**config.mk**
```make
export PLATFORM = sky130hd
export DESIGN_NAME = wormhole_crossbar_allocator_unit
export DESIGN_NICKNAME = d
export VERILOG_FILES = /design/src/design/wxa_pkg.sv /design/src/design/wxa_req_store.sv /design/src/design/wormhole_crossbar_allocator_unit.sv
export SDC_FILE = /design/constraint.sdc
export NUM_CORES = 1
export LEC_CHECK = 0
export BUFFER_PORTS_ARGS = -buffer_cell sky130_fd_sc_hd__buf_2
export CORE_AREA = 3 3 188 208
export CTS_CLUSTER_SIZE = 10
export DETAILED_ROUTE_END_ITERATION = 7
export DIE_AREA = 0 0 191 211
export PLACE_DENSITY_LB_ADDON = 0.15
export SLEW_MARGIN = 0
export SYNTH_ARGS = -nofsm -noshare
export SYNTH_HDL_FRONTEND = slang
export SYNTH_SLANG_ARGS = --single-unit
```
**constraint.sdc**
```tcl
create_clock -name clk -period 10.8 [get_ports clk]
set_input_delay 0.54 -clock clk [delete_from_list [all_inputs] [get_ports clk]]
set_output_delay 0.54 -clock clk [all_outputs]
set_load 0.1 [all_outputs]
```
**src/design/wxa_pkg.sv**
```systemverilog
package wxa_pkg;

    localparam int NUM_INPUTS  = 8;
    localparam int NUM_OUTPUTS = 8;
    localparam int QUEUE_DEPTH = 8;

    localparam int PORT_W    = 4;
    localparam int IN_IDX_W  = (NUM_INPUTS > 1) ? $clog2(NUM_INPUTS) : 1;
    localparam int OUT_IDX_W = (NUM_OUTPUTS > 1) ? $clog2(NUM_OUTPUTS) : 1;
    localparam int QH_W      = (QUEUE_DEPTH > 1) ? $clog2(QUEUE_DEPTH) : 1;
    localparam int QC_W      = $clog2(QUEUE_DEPTH + 1);
    localparam int SA_W      = $clog2(NUM_OUTPUTS * QUEUE_DEPTH);

    typedef enum logic [1:0] {
        CMD_HEAD     = 2'd0,
        CMD_TRAVERSE = 2'd1,
        CMD_STOP_SET = 2'd2,
        CMD_STOP_CLR = 2'd3
    } cmd_t;

    typedef enum logic [3:0] {
        K_GRANT   = 4'd0,
        K_QUEUED  = 4'd1,
        K_FULL    = 4'd2,
        K_FORWARD = 4'd3,
        K_RETRY   = 4'd4,
        K_NOCONN  = 4'd5,
        K_STOP    = 4'd6,
        K_RELEASE = 4'd7,
        K_IGNORED = 4'd8
    } kind_t;

    typedef enum logic [1:0] {
        ST_FREE    = 2'd0,
        ST_WAITING = 2'd1,
        ST_CONNECT = 2'd2
    } status_t;

    typedef struct packed {
        cmd_t              command;
        logic [PORT_W-1:0] port;
        logic [PORT_W-1:0] dest_port;
        logic              is_tail;
    } item_t;

    typedef struct packed {
        kind_t             kind;
        logic [PORT_W-1:0] input_port;
        logic [PORT_W-1:0] out_port;
        logic              last;
    } result_t;

    function automatic logic in_ok(input logic [PORT_W-1:0] p);
        return (p != '0) && (int'(p) <= NUM_INPUTS);
    endfunction

    function automatic logic out_ok(input logic [PORT_W-1:0] p);
        return (p != '0) && (int'(p) <= NUM_OUTPUTS);
    endfunction

endpackage

```
**src/design/wxa_req_store.sv**
```systemverilog
module wxa_req_store (
    input  logic                      clk,
    input  logic                      we,
    input  logic [wxa_pkg::SA_W-1:0]  waddr,
    input  logic [wxa_pkg::PORT_W-1:0] wdata,
    input  logic [wxa_pkg::SA_W-1:0]  raddr,
    output logic [wxa_pkg::PORT_W-1:0] rdata
);
    import wxa_pkg::*;

    logic [PORT_W-1:0] mem [NUM_OUTPUTS*QUEUE_DEPTH];
    logic [PORT_W-1:0] rdata_reg;

    always_ff @(posedge clk)
    begin
        if (we)
        begin
            mem[waddr] <= wdata;
        end
        rdata_reg <= mem[raddr];
    end

    assign rdata = rdata_reg;

endmodule

```
**src/design/wormhole_crossbar_allocator_unit.sv**
```systemverilog
// Switch allocator for a wormhole crossbar, ports numbered from 1.
// Command channel: an item (head request, traverse, stop raised, stop
// lowered) is taken on a rising edge with start high and busy low.
// Result channel: result_valid marks each result for exactly one cycle;
// the receiver has no way to hold results off. An item gives one or two
// results, the final one flagged by last.
// Timing: the first result appears in the cycle after the item is taken,
// or in DEQ, the state after EVAL, when a tail traverse pops a request queue.
// Single-result items pass through EVAL only; head requests that are
// granted or queued add SECOND; a tail traverse on an output with waiting
// requests adds DEQ, and SECOND as well when the queue head is granted.
// The per-item cost is set by the table read-modify-write in EVAL plus
// the request-store read in DEQ when a queue is popped.
// Per-port tables live in small register files; the per-output request
// queues share one synchronous memory with a registered read.
// Reset clears all connections, stop marks and queue pointers at once;
// queue memory contents need no clearing and the block is ready the
// cycle after reset is released.
module wormhole_crossbar_allocator_unit (
    input  logic             clk,
    input  logic             rst_n,
    input  logic             start,
    output logic             busy,
    input  wxa_pkg::item_t   item,
    output logic             result_valid,
    output wxa_pkg::result_t result
);
    import wxa_pkg::*;

    typedef enum logic [3:0] {
        S_IDLE   = 4'b0001,
        S_EVAL   = 4'b0010,
        S_DEQ    = 4'b0100,
        S_SECOND = 4'b1000
    } state_t;

    state_t state_reg, state_next;

    cmd_t              cmd_reg;
    logic [PORT_W-1:0] port_reg;
    logic [PORT_W-1:0] dest_reg;
    logic              tail_reg;
    logic [PORT_W-1:0] deq_op_reg, deq_op_next;
    result_t           r2_reg, r2_next;

    logic [PORT_W-1:0] in_assign_reg [NUM_INPUTS];
    status_t           in_status_reg [NUM_INPUTS];
    logic [PORT_W-1:0] out_owner_reg [NUM_OUTPUTS];
    logic              out_stop_reg  [NUM_OUTPUTS];
    logic [QH_W-1:0]   q_head_reg    [NUM_OUTPUTS];
    logic [QC_W-1:0]   q_count_reg   [NUM_OUTPUTS];

    // table write ports, one per table; queue head and count share one
    logic                 ia_we;
    logic [IN_IDX_W-1:0]  ia_idx;
    logic [PORT_W-1:0]    ia_data;
    logic                 is_we;
    logic [IN_IDX_W-1:0]  is_idx;
    status_t              is_data;
    logic                 oo_we;
    logic [OUT_IDX_W-1:0] oo_idx;
    logic [PORT_W-1:0]    oo_data;
    logic                 os_we;
    logic                 os_data;
    logic                 q_we;
    logic [QH_W-1:0]      qh_data;
    logic [QC_W-1:0]      qc_data;

    logic              st_we;
    logic [SA_W-1:0]   st_waddr;
    logic [SA_W-1:0]   st_raddr;
    logic [PORT_W-1:0] st_rdata;

    // lookups for the item held in EVAL
    logic [IN_IDX_W-1:0]  ip_idx;
    logic [PORT_W-1:0]    asg;
    logic [PORT_W-1:0]    op;
    logic [OUT_IDX_W-1:0] op_idx;
    logic [PORT_W-1:0]    owner;
    logic [IN_IDX_W-1:0]  own_idx;
    logic [IN_IDX_W-1:0]  st_idx;
    status_t              st;
    logic                 stopped;
    logic [QH_W-1:0]      qh;
    logic [QC_W-1:0]      qc;
    logic [QC_W:0]        qsum;
    logic [QH_W-1:0]      qslot;
    logic [QH_W-1:0]      qh_inc;

    logic [OUT_IDX_W-1:0] deq_idx;
    logic [IN_IDX_W-1:0]  nx_idx;
    logic                 nx_ok;

    result_t r1;
    logic    has2;
    logic    deq;

    wxa_req_store u_store (
        .clk   (clk),
        .we    (st_we),
        .waddr (st_waddr),
        .wdata (port_reg),
        .raddr (st_raddr),
        .rdata (st_rdata)
    );

    always_comb
    begin
        ip_idx = IN_IDX_W'(port_reg - 4'd1);
        asg    = in_assign_reg[ip_idx];
        case (cmd_reg)
            CMD_HEAD:     op = dest_reg;
            CMD_TRAVERSE: op = asg;
            default:      op = port_reg;
        endcase
        op_idx  = OUT_IDX_W'(op - 4'd1);
        owner   = out_owner_reg[op_idx];
        stopped = out_stop_reg[op_idx];
        qh      = q_head_reg[op_idx];
        qc      = q_count_reg[op_idx];
        own_idx = IN_IDX_W'(owner - 4'd1);
        st_idx  = (cmd_reg == CMD_STOP_CLR) ? own_idx : ip_idx;
        st      = in_status_reg[st_idx];

        // head + count stays below twice the depth
        qsum  = (QC_W+1)'(qh) + (QC_W+1)'(qc);
        qslot = (int'(qsum) >= QUEUE_DEPTH) ?
                QH_W'(qsum - (QC_W+1)'(QUEUE_DEPTH)) : QH_W'(qsum);
        qh_inc = (int'(qh) == QUEUE_DEPTH - 1) ? '0 : QH_W'(qh + 1'b1);

        deq_idx = OUT_IDX_W'(deq_op_reg - 4'd1);
        nx_idx  = IN_IDX_W'(st_rdata - 4'd1);
        nx_ok   = in_ok(st_rdata);
    end

    always_comb
    begin
        state_next   = state_reg;
        deq_op_next  = deq_op_reg;
        r2_next      = r2_reg;
        r1           = '{kind: K_IGNORED, input_port: '0, out_port: '0, last: 1'b0};
        has2         = 1'b0;
        deq          = 1'b0;
        result_valid = 1'b0;
        result       = r1;
        ia_we = 1'b0; ia_idx = ip_idx;  ia_data = op;
        is_we = 1'b0; is_idx = ip_idx;  is_data = ST_FREE;
        oo_we = 1'b0; oo_idx = op_idx;  oo_data = port_reg;
        os_we = 1'b0; os_data = 1'b0;
        q_we  = 1'b0; qh_data = qh;     qc_data = qc;
        st_we    = 1'b0;
        st_waddr = SA_W'(int'(op_idx) * QUEUE_DEPTH) + SA_W'(qslot);
        st_raddr = SA_W'(int'(op_idx) * QUEUE_DEPTH) + SA_W'(qh);

        case (state_reg)
            S_IDLE:
            begin
                if (start)
                begin
                    state_next = S_EVAL;
                end
            end
            S_EVAL:
            begin
                case (cmd_reg)
                    CMD_HEAD:
                    begin
                        if (!(in_ok(port_reg) && out_ok(dest_reg)))
                        begin
                            r1.kind = K_IGNORED;
                        end
                        else if (st != ST_FREE)
                        begin
                            r1 = '{kind: K_IGNORED, input_port: port_reg,
                                   out_port: op, last: 1'b0};
                        end
                        else if (owner == '0)
                        begin
                            r1 = '{kind: K_GRANT, input_port: port_reg,
                                   out_port: op, last: 1'b0};
                            ia_we   = 1'b1;
                            oo_we   = 1'b1;
                            is_we   = 1'b1;
                            is_data = ST_WAITING;
                            has2    = 1'b1;
                        end
                        else if (int'(qc) >= QUEUE_DEPTH)
                        begin
                            r1 = '{kind: K_FULL, input_port: port_reg,
                                   out_port: op, last: 1'b0};
                        end
                        else
                        begin
                            r1 = '{kind: K_QUEUED, input_port: port_reg,
                                   out_port: op, last: 1'b0};
                            st_we   = 1'b1;
                            q_we    = 1'b1;
                            qc_data = QC_W'(qc + 1'b1);
                            is_we   = 1'b1;
                            is_data = ST_WAITING;
                            has2    = 1'b1;
                        end
                        r2_next = '{kind: K_STOP, input_port: port_reg,
                                    out_port: op, last: 1'b1};
                    end
                    CMD_TRAVERSE:
                    begin
                        if (!in_ok(port_reg))
                        begin
                            r1.kind = K_IGNORED;
                        end
                        else if (asg == '0 || !out_ok(asg))
                        begin
                            r1 = '{kind: K_NOCONN, input_port: port_reg,
                                   out_port: '0, last: 1'b0};
                        end
                        else if (stopped)
                        begin
                            r1 = '{kind: K_RETRY, input_port: port_reg,
                                   out_port: op, last: 1'b0};
                        end
                        else
                        begin
                            r1 = '{kind: K_FORWARD, input_port: port_reg,
                                   out_port: op, last: 1'b0};
                            is_we   = 1'b1;
                            is_data = ST_CONNECT;
                            if (tail_reg)
                            begin
                                ia_we   = 1'b1;
                                ia_data = '0;
                                is_data = ST_FREE;
                                oo_we   = 1'b1;
                                oo_data = '0;
                                if (qc != '0)
                                begin
                                    q_we    = 1'b1;
                                    qh_data = qh_inc;
                                    qc_data = QC_W'(qc - 1'b1);
                                    deq     = 1'b1;
                                end
                            end
                        end
                    end
                    CMD_STOP_SET:
                    begin
                        if (out_ok(port_reg))
                        begin
                            os_we   = 1'b1;
                            os_data = 1'b1;
                            if (in_ok(owner))
                            begin
                                r1 = '{kind: K_STOP, input_port: owner,
                                       out_port: port_reg, last: 1'b0};
                            end
                            else
                            begin
                                r1.out_port = port_reg;
                            end
                        end
                    end
                    default:
                    begin
                        if (out_ok(port_reg))
                        begin
                            os_we = 1'b1;
                            if (in_ok(owner) && st == ST_CONNECT)
                            begin
                                r1 = '{kind: K_RELEASE, input_port: owner,
                                       out_port: port_reg, last: 1'b0};
                            end
                            else
                            begin
                                r1.out_port = port_reg;
                            end
                        end
                    end
                endcase
                r1.last      = !has2;
                result       = r1;
                result_valid = !deq;
                deq_op_next  = op;
                if (deq)
                begin
                    state_next = S_DEQ;
                end
                else if (has2)
                begin
                    state_next = S_SECOND;
                end
                else
                begin
                    state_next = S_IDLE;
                end
            end
            S_DEQ:
            begin
                // forward result held back until the popped entry is known
                result = '{kind: K_FORWARD, input_port: port_reg,
                           out_port: deq_op_reg, last: !nx_ok};
                result_valid = 1'b1;
                r2_next = '{kind: K_GRANT, input_port: st_rdata,
                            out_port: deq_op_reg, last: 1'b1};
                if (nx_ok)
                begin
                    ia_we   = 1'b1;
                    ia_idx  = nx_idx;
                    ia_data = deq_op_reg;
                    oo_we   = 1'b1;
                    oo_idx  = deq_idx;
                    oo_data = st_rdata;
                    state_next = S_SECOND;
                end
                else
                begin
                    state_next = S_IDLE;
                end
            end
            S_SECOND:
            begin
                result       = r2_reg;
                result_valid = 1'b1;
                state_next   = S_IDLE;
            end
            default:
            begin
                state_next = S_IDLE;
            end
        endcase
    end

    assign busy = (state_reg != S_IDLE);

    always_ff @(posedge clk or negedge rst_n)
    begin
        if (!rst_n)
        begin
            state_reg <= S_IDLE;
        end
        else
        begin
            state_reg <= state_next;
        end
    end

    always_ff @(posedge clk)
    begin
        if (state_reg == S_IDLE && start)
        begin
            cmd_reg  <= item.command;
            port_reg <= item.port;
            dest_reg <= item.dest_port;
            tail_reg <= item.is_tail;
        end
        deq_op_reg <= deq_op_next;
        r2_reg     <= r2_next;
    end

    always_ff @(posedge clk or negedge rst_n)
    begin
        if (!rst_n)
        begin
            for (int i = 0; i < NUM_INPUTS; i++)
            begin
                in_assign_reg[i] <= '0;
                in_status_reg[i] <= ST_FREE;
            end
            for (int j = 0; j < NUM_OUTPUTS; j++)
            begin
                out_owner_reg[j] <= '0;
                out_stop_reg[j]  <= 1'b0;
                q_head_reg[j]    <= '0;
                q_count_reg[j]   <= '0;
            end
        end
        else
        begin
            if (ia_we)
            begin
                in_assign_reg[ia_idx] <= ia_data;
            end
            if (is_we)
            begin
                in_status_reg[is_idx] <= is_data;
            end
            if (oo_we)
            begin
                out_owner_reg[oo_idx] <= oo_data;
            end
            if (os_we)
            begin
                out_stop_reg[op_idx] <= os_data;
            end
            if (q_we)
            begin
                q_head_reg[op_idx]  <= qh_data;
                q_count_reg[op_idx] <= qc_data;
            end
        end
    end

endmodule

```
==> results of run 1 <==
power by group through the flow:
stage | Sequential (mW) | Clock [mW] | Combinational (mW)
after floorplan | 1.93 | 0 | 1.33
after global placement | 1.93 | 0 | 1.93
after detailed placement | 1.93 | 0 | 1.94
after CTS | 1.90 | 1.55 | 1.95
after global routing | 1.91 | 1.63 | 2.10
final | 1.90 | 1.53 | 1.97
metal layers:
metal	share of wire [%]	up-vias	wire [µm]
met4	4.3	0	2330
met1	41	6811	22200
met3	6.1	155	3300
li1	-	6123	-
met2	49	561	26400
met5	0	-	0
layout by cell type, fill, tap and decap left out, types with 6 or more instances in the layout:
| master | n |
|---|---|
| a211oi_1 | 10 |
| a21oi_1 | 40 |
| a22oi_1 | 6 |
| a311oi_1 | 7 |
| a31oi_1 | 11 |
| and3_1 | 12 |
| buf_2 | 27 |
| buf_4 | 20 |
| clkbuf_1 | 32 |
| clkbuf_16 | 51 |
| dfrtp_1 | 147 |
| edfxtp_1 | 280 |
| ha_1 | 8 |
| inv_1 | 22 |
| mux2_1 | 42 |
| mux2_2 | 91 |
| mux2i_1 | 171 |
| mux4_2 | 10 |
| nand2_1 | 189 |
| nand2b_1 | 11 |
| nand3_1 | 66 |
| nor2_1 | 123 |
| nor2_2 | 9 |
| nor3_1 | 20 |
| o211ai_1 | 13 |
| o21ai_0 | 70 |
| o22ai_1 | 18 |
| o31ai_1 | 19 |
| or3_1 | 7 |
| or4_1 | 8 |
| xnor2_1 | 10 |
cell type report:
type | count | area share, %
Sequential cell | 432 | 54.3
Multi-Input combinational cell | 1080 | 34.6
Clock buffer | 83 | 6.22
Tap cell | 494 | 2.75
Timing Repair Buffer | 49 | 1.41
Inverter | 28 | 0.480
Clock inverter | 5 | 0.234
logic make-up after synthesis:
kind of cell             after synthesis  synth area share [%]
buffers and inverters                102                  2.04
XOR/XNOR                              16                 0.763
flip-flops                           432                  60.0
multiplexers                         316                  17.0
AO/OA/AOI/OAI                        257                  8.57
adder cells (fa/ha/maj)               10                 0.640
AND/OR/NAND/NOR                      481                  11.0
final timing paths:
check | end | slack [ns] | cells past startpoint
hold / removal | in_status_reg[14] | -0.02 | 1
setup / recovery | result[8] | 1.34 | 19
setup reg to reg | u_store.mem[33][2] | 1.63 | 19
min in group clk | dest_reg[0] | 0.13 | 1
max in group asynchronous | out_stop_reg[2] | 9.47 | 2
hold reg to reg | in_assign_reg[26] | 0.48 | 1
==> reports/results.ini, run 1 <==
[final_layout]
layout-drive-gt1-share_pct = 14.8
syn2layout_area_growth_pct = 10.4
final_area_um2 = 22400
final_nets = 1664
regArea_um2 = 12200
multiInputGateArea_um2 = 7750
antenna_cells = 0
layout.cells.non_filler = 2171
final_util_pct = 60.4
largest_reg_flops = 256
top_register = u_store.mem
fill_cells = 2971

[power]
power_mw = 5.40
internal-power_mw = 3.34
p_clk_share_pct = 28.3
p_per_area_nw_per_um2 = 241
power.switching_mw = 2.06
swShare_pct = 38.2
power.leakage_nw = 9.21
p_seq_share_pct = 35.3
power_frac_comb_pct = 36.4
ir_drop_mv = 0.189

[synthesis]
synthDominantCellAreaShare_pct = 41.4
synth_area_leaders = edfxtp_1 (41%), dfrtp_1 (18%), mux2i_1 (8.4%)
syn_area_per_cell_um2 = 12.6
ys_seq_elements = 432
async_flop_share_pct = 34.3
ys.flop_type = edfxtp_1
yosys-top-cells-count = edfxtp_1 (280), nand2_1 (190), mux2i_1 (171), dfrtp_1 (147), nor2_1 (123)
yosys.area.top_type = edfxtp_1
synth_most_common_cell = edfxtp_1
ys_warn_count = 0
syn_nets = 1637
synth_edf_count = 280
seq_area_frac_synth_pct = 60.0
synth_area_um2 = 20300
synth_cell_types = 93
syn_inst = 1614

[worst_setup_path]
worstSetupEndpointType = output port
crit_start = port_reg[0]
slowest_delay_ns = 0.76
path_class = reg -> out
start_kind = flop
cp_slowest_cell = ha_1
timing.critical_path.cells = inv_1 > ha_1 > xor2_2 > o31ai_1 > nor3_2 > nor2_4 > inv_4 > ha_1 > inv_1 > buf_4 > nand3_1 > a21oi_1 > or4_4 > mux2i_2 > mux4_2 > mux2i_1 > a21oi_1 > o31ai_1 > buf_2
cp_top_family = buffers and inverters
cp.arrival_ns = 8.92
path_buf_inv = 5
required_ns = 10.26
r2r_start = port_reg[0]
path_max_fanout = 37

[clock_network]
worstSkewPairLatency_ns = 0.59
htreeDepth = 2
hold_buffers = 0
cts.path.max_buffers = 3
numClockSinks = 432
clk_pin_slew_ns = 0.06
cts_setup_buffers = 0
tritoncts = done
ctsResizeCount = 0
root_buffer = clkbuf_16
cts_made_buffers = 50

[timing]
slew_violations = 0
finClkSkew_ns = 0.0179
rsz0062_at_grt = no
max_freq_ghz = 0.106
hold_viol = 7
setup_violations = 0
postLayoutSetupSlackWorst_ns = 1.34
timing.slew.headroom_pct = 21.5
finalCriticalPeriod_ns = 9.46
post-route-period-util_pct = 87.6
fin_tns_setup_ns = 0
whs_ns = -0.0160
worst_pin_slew_ns = 1.17

[placement]
io_buffers = 28
place_area_um2 = 21000
dpl.cell_count = 2083
dp_hpwl_um = 36000
gp_congestion = 0.902
post-place-ws_ns = 1.84

[status]
violations = hold timing
status = complete, but fails checks

[drt]
drtIter0Drc = 1267
num_vias = 13700
wl_per_cell_um = 25.0
drc = 0
final_antenna_net_count = 0
wirelength_um = 54200
via_per_inst = 6.29
dr.pass1.iters = 7

[run]
max-cap-violations = 0

[global_route]
track_usage_pct = 27.2
grt_pass1_wl_um = 82900
grt_overflow = 0
grt_use_met1_pct = 36.1
grt_busiest_layer = met2
use_met3_pct = 4.56
grt_pass1_vias = 13700
antenna_found_initial = 0
use_met2_pct = 45.2
grt_max_degree = 85

[floorplan]
die_h_um = 211
start_util_pct = 54.7
rows = 74
die_x_um = 191
core_um2 = 37100
die-area_um2 = 40300
ios = 29

[hold_path]
min_path_type = in -> async

No activity file was read; power rests on OpenSTA's default activity.
==> run 2: changes to the inputs <==
GPL_TIMING_DRIVEN = 0   (was not set)
==> reports/results.ini, run 2 (synthesized netlist as in run 1, its figures left out) <==
[power]
p_per_area_nw_per_um2 = 244  ; +1.5%
ir_drop_mv = 0.194  ; +2.6%
swShare_pct = 39.4  ; +1.2 points
power.leakage_nw = 9.36  ; +1.6%
internal-power_mw = 3.38  ; +1.3%
p_clk_share_pct = 27.2  ; -1.1 points
p_seq_share_pct = 34.0  ; -1.3 points
power.switching_mw = 2.20  ; +6.5%
power_mw = 5.57  ; +3.3%
power_frac_comb_pct = 38.8  ; +2.4 points

[floorplan]
die_h_um = 211  ; unchanged
core_um2 = 37100  ; unchanged
die_x_um = 191  ; unchanged
rows = 74  ; unchanged
start_util_pct = 54.7  ; unchanged
ios = 29  ; unchanged
die-area_um2 = 40300  ; unchanged

[timing]
finalCriticalPeriod_ns = 10.21  ; +0.746 ns
post-route-period-util_pct = 94.5  ; +6.9 points
slew_violations = 0  ; unchanged
setup_violations = 0  ; unchanged
hold_viol = 0  ; -7
worst_pin_slew_ns = 1.40  ; +0.225 ns
max_freq_ghz = 0.0980  ; -7.3%
finClkSkew_ns = 0.0260  ; +0.00809 ns
timing.slew.headroom_pct = 6.02  ; -15 points
rsz0062_at_grt = no

[drt]
dr.pass1.iters = 6  ; -1
via_per_inst = 6.26  ; -0.48%
wl_per_cell_um = 24.9  ; -0.43%
num_vias = 14000  ; +2.5%
drtIter0Drc = 1236  ; -2.4%
final_antenna_net_count = 0  ; unchanged
routed-wl-met3_um = 4100  ; +24%
dr_wl_met2_um = 27400  ; +4.1%
wirelength_um = 55600  ; +2.6%
drc = 0  ; unchanged
top_layer = met4
wl_met1_um = 21200  ; -4.4%

[worst_setup_path]
worstSetupEndpointType = flop
path_buf_inv = 12  ; +7
r2r_start = port_reg[0]
cp_top_family = buffers and inverters
r2r_setup_slack_ns = 0.59  ; -1.04 ns
cp_slowest_cell = nor3b_4
worstRegToRegCells = 30  ; +11
required_ns = 11.03  ; +0.77 ns
path_class = reg -> reg
path_max_fanout = 10  ; -73%
r2r-end = u_store.mem[58][2]
crit_top_cell = clkbuf_1
slowest_delay_ns = 0.56  ; -0.20 ns
start_kind = flop
cp.arrival_ns = 10.43  ; +1.51 ns

[hold_path]
min_from = item[8]
whs_path_depth = 1
hold_path_end = port_reg[3]
min_path_type = in -> reg

[final_layout]
regArea_um2 = 12200  ; unchanged
multiInputGateArea_um2 = 7740  ; -0.16%
top_register = u_store.mem
final_nets = 1730  ; +4.0%
layout-drive-gt1-share_pct = 14.5  ; -0.27 points
layout_common_cells = edfxtp_1 (280), nand2_1 (190), mux2i_1 (171)
final_util_pct = 61.5  ; +1.1 points
fill_cells = 2966  ; -0.17%
final_common_cell = edfxtp_1
syn2layout_area_growth_pct = 12.3
antenna_cells = 0  ; unchanged
largest_reg_flops = 256  ; unchanged

[global_route]
track_usage_pct = 28.1  ; +0.93 points
grt_pass1_vias = 14100  ; +3.4%
grt_pass1_wl_um = 85200  ; +2.7%
grt_overflow = 0  ; unchanged
grt_max_degree = 101  ; +19%
antenna_found_initial = 0  ; unchanged

[clock_network]
tritoncts = done
cts_made_buffers = 50  ; unchanged
clk_pin_slew_ns = 0.06  ; about the same
htreeDepth = 2  ; unchanged
cts.path.max_buffers = 3  ; unchanged
worstSkewPairLatency_ns = 0.59  ; about the same
numClockSinks = 432  ; unchanged
root_buffer = clkbuf_16

[placement]
gp_congestion = 0.932  ; +3.4%
io_buffers = 28  ; unchanged
dp_hpwl_um = 39100  ; +8.7%

[run]
max-cap-violations = 0  ; unchanged

[status]
status = finished clean

## run 2: cell count changes in the layout (fill, tap and decap cells not counted), moves of 4 or more
cell / delta
buf_4: -16
buf_8: +4
buf_2: +8
clkbuf_1: +46
buf_1: +13
buf_16: +7
## run 2: power by group through the flow
| stage | Combinational, mW | Clock [mW] | Sequential (mW) |
|---|---|---|---|
| after global placement | 2.01 | 0 | 1.97 |
| after floorplan | 1.33 | 0 | 1.93 |
| after detailed placement | 2.10 | 0 | 1.93 |
| final | 2.16 | 1.52 | 1.90 |
| after global routing | 2.28 | 1.61 | 1.90 |
| after CTS | 2.12 | 1.54 | 1.90 |
## run 2: layout make-up
| type | instances | area share [%] |
|---|---|---|
| Inverter | 28 | 0.471 |
| Clock buffer | 84 | 6.13 |
| Clock inverter | 4 | 0.186 |
| Multi-Input combinational cell | 1080 | 33.9 |
| Sequential cell | 432 | 53.4 |
| Buffer | 74 | 1.36 |
| Timing Repair Buffer | 41 | 1.83 |
| Tap cell | 494 | 2.71 |
## run 2: worst max path at each step
stage	from	to	slack, ns	cells past startpoint
floorplan	port_reg[0]	result[10]	0.42	26
global placement	port_reg[0]	u_store.mem[25][0]	-1.81	27
detailed placement	port_reg[0]	u_store.mem[25][1]	-0.67	27
CTS	port_reg[0]	u_store.mem[58][3]	0.12	29
global route	port_reg[1]	u_store.mem[27][3]	0.13	27
finish	port_reg[0]	u_store.mem[58][2]	0.59	30
## run 2: timing repair
action                     4_1_cts  5_1_grt
resized for setup                5        2
setup endpoints to repair      256      259
hold endpoints to repair        47        0
buffers inserted                 0        1
hold buffers                     1        0
## run 2: through the flow
stage	cells	hold slack (ns)	area, µm²	setup WS, ns	TNS, ns
floorplan	1614	0.244	20300	0.422	0
global placement	2136	0.463	21100	-1.81	-432.45
detailed placement	2147	0.474	21300	-0.671	-107.81
CTS	2236	0.105	22800	0.120	0
global route	2237	0.103	22800	0.127	0
finish	2237	0.123	22800	0.594	0
## run 2: metal layers
| metal | track usage [%] | up-vias |
|---|---|---|
| li1 | - | 6256 |
| met1 | 35.1 | 6915 |
| met2 | 47.7 | 663 |
| met3 | 5.08 | 164 |
| met4 | 13.4 | 0 |
| met5 | 0 | - |
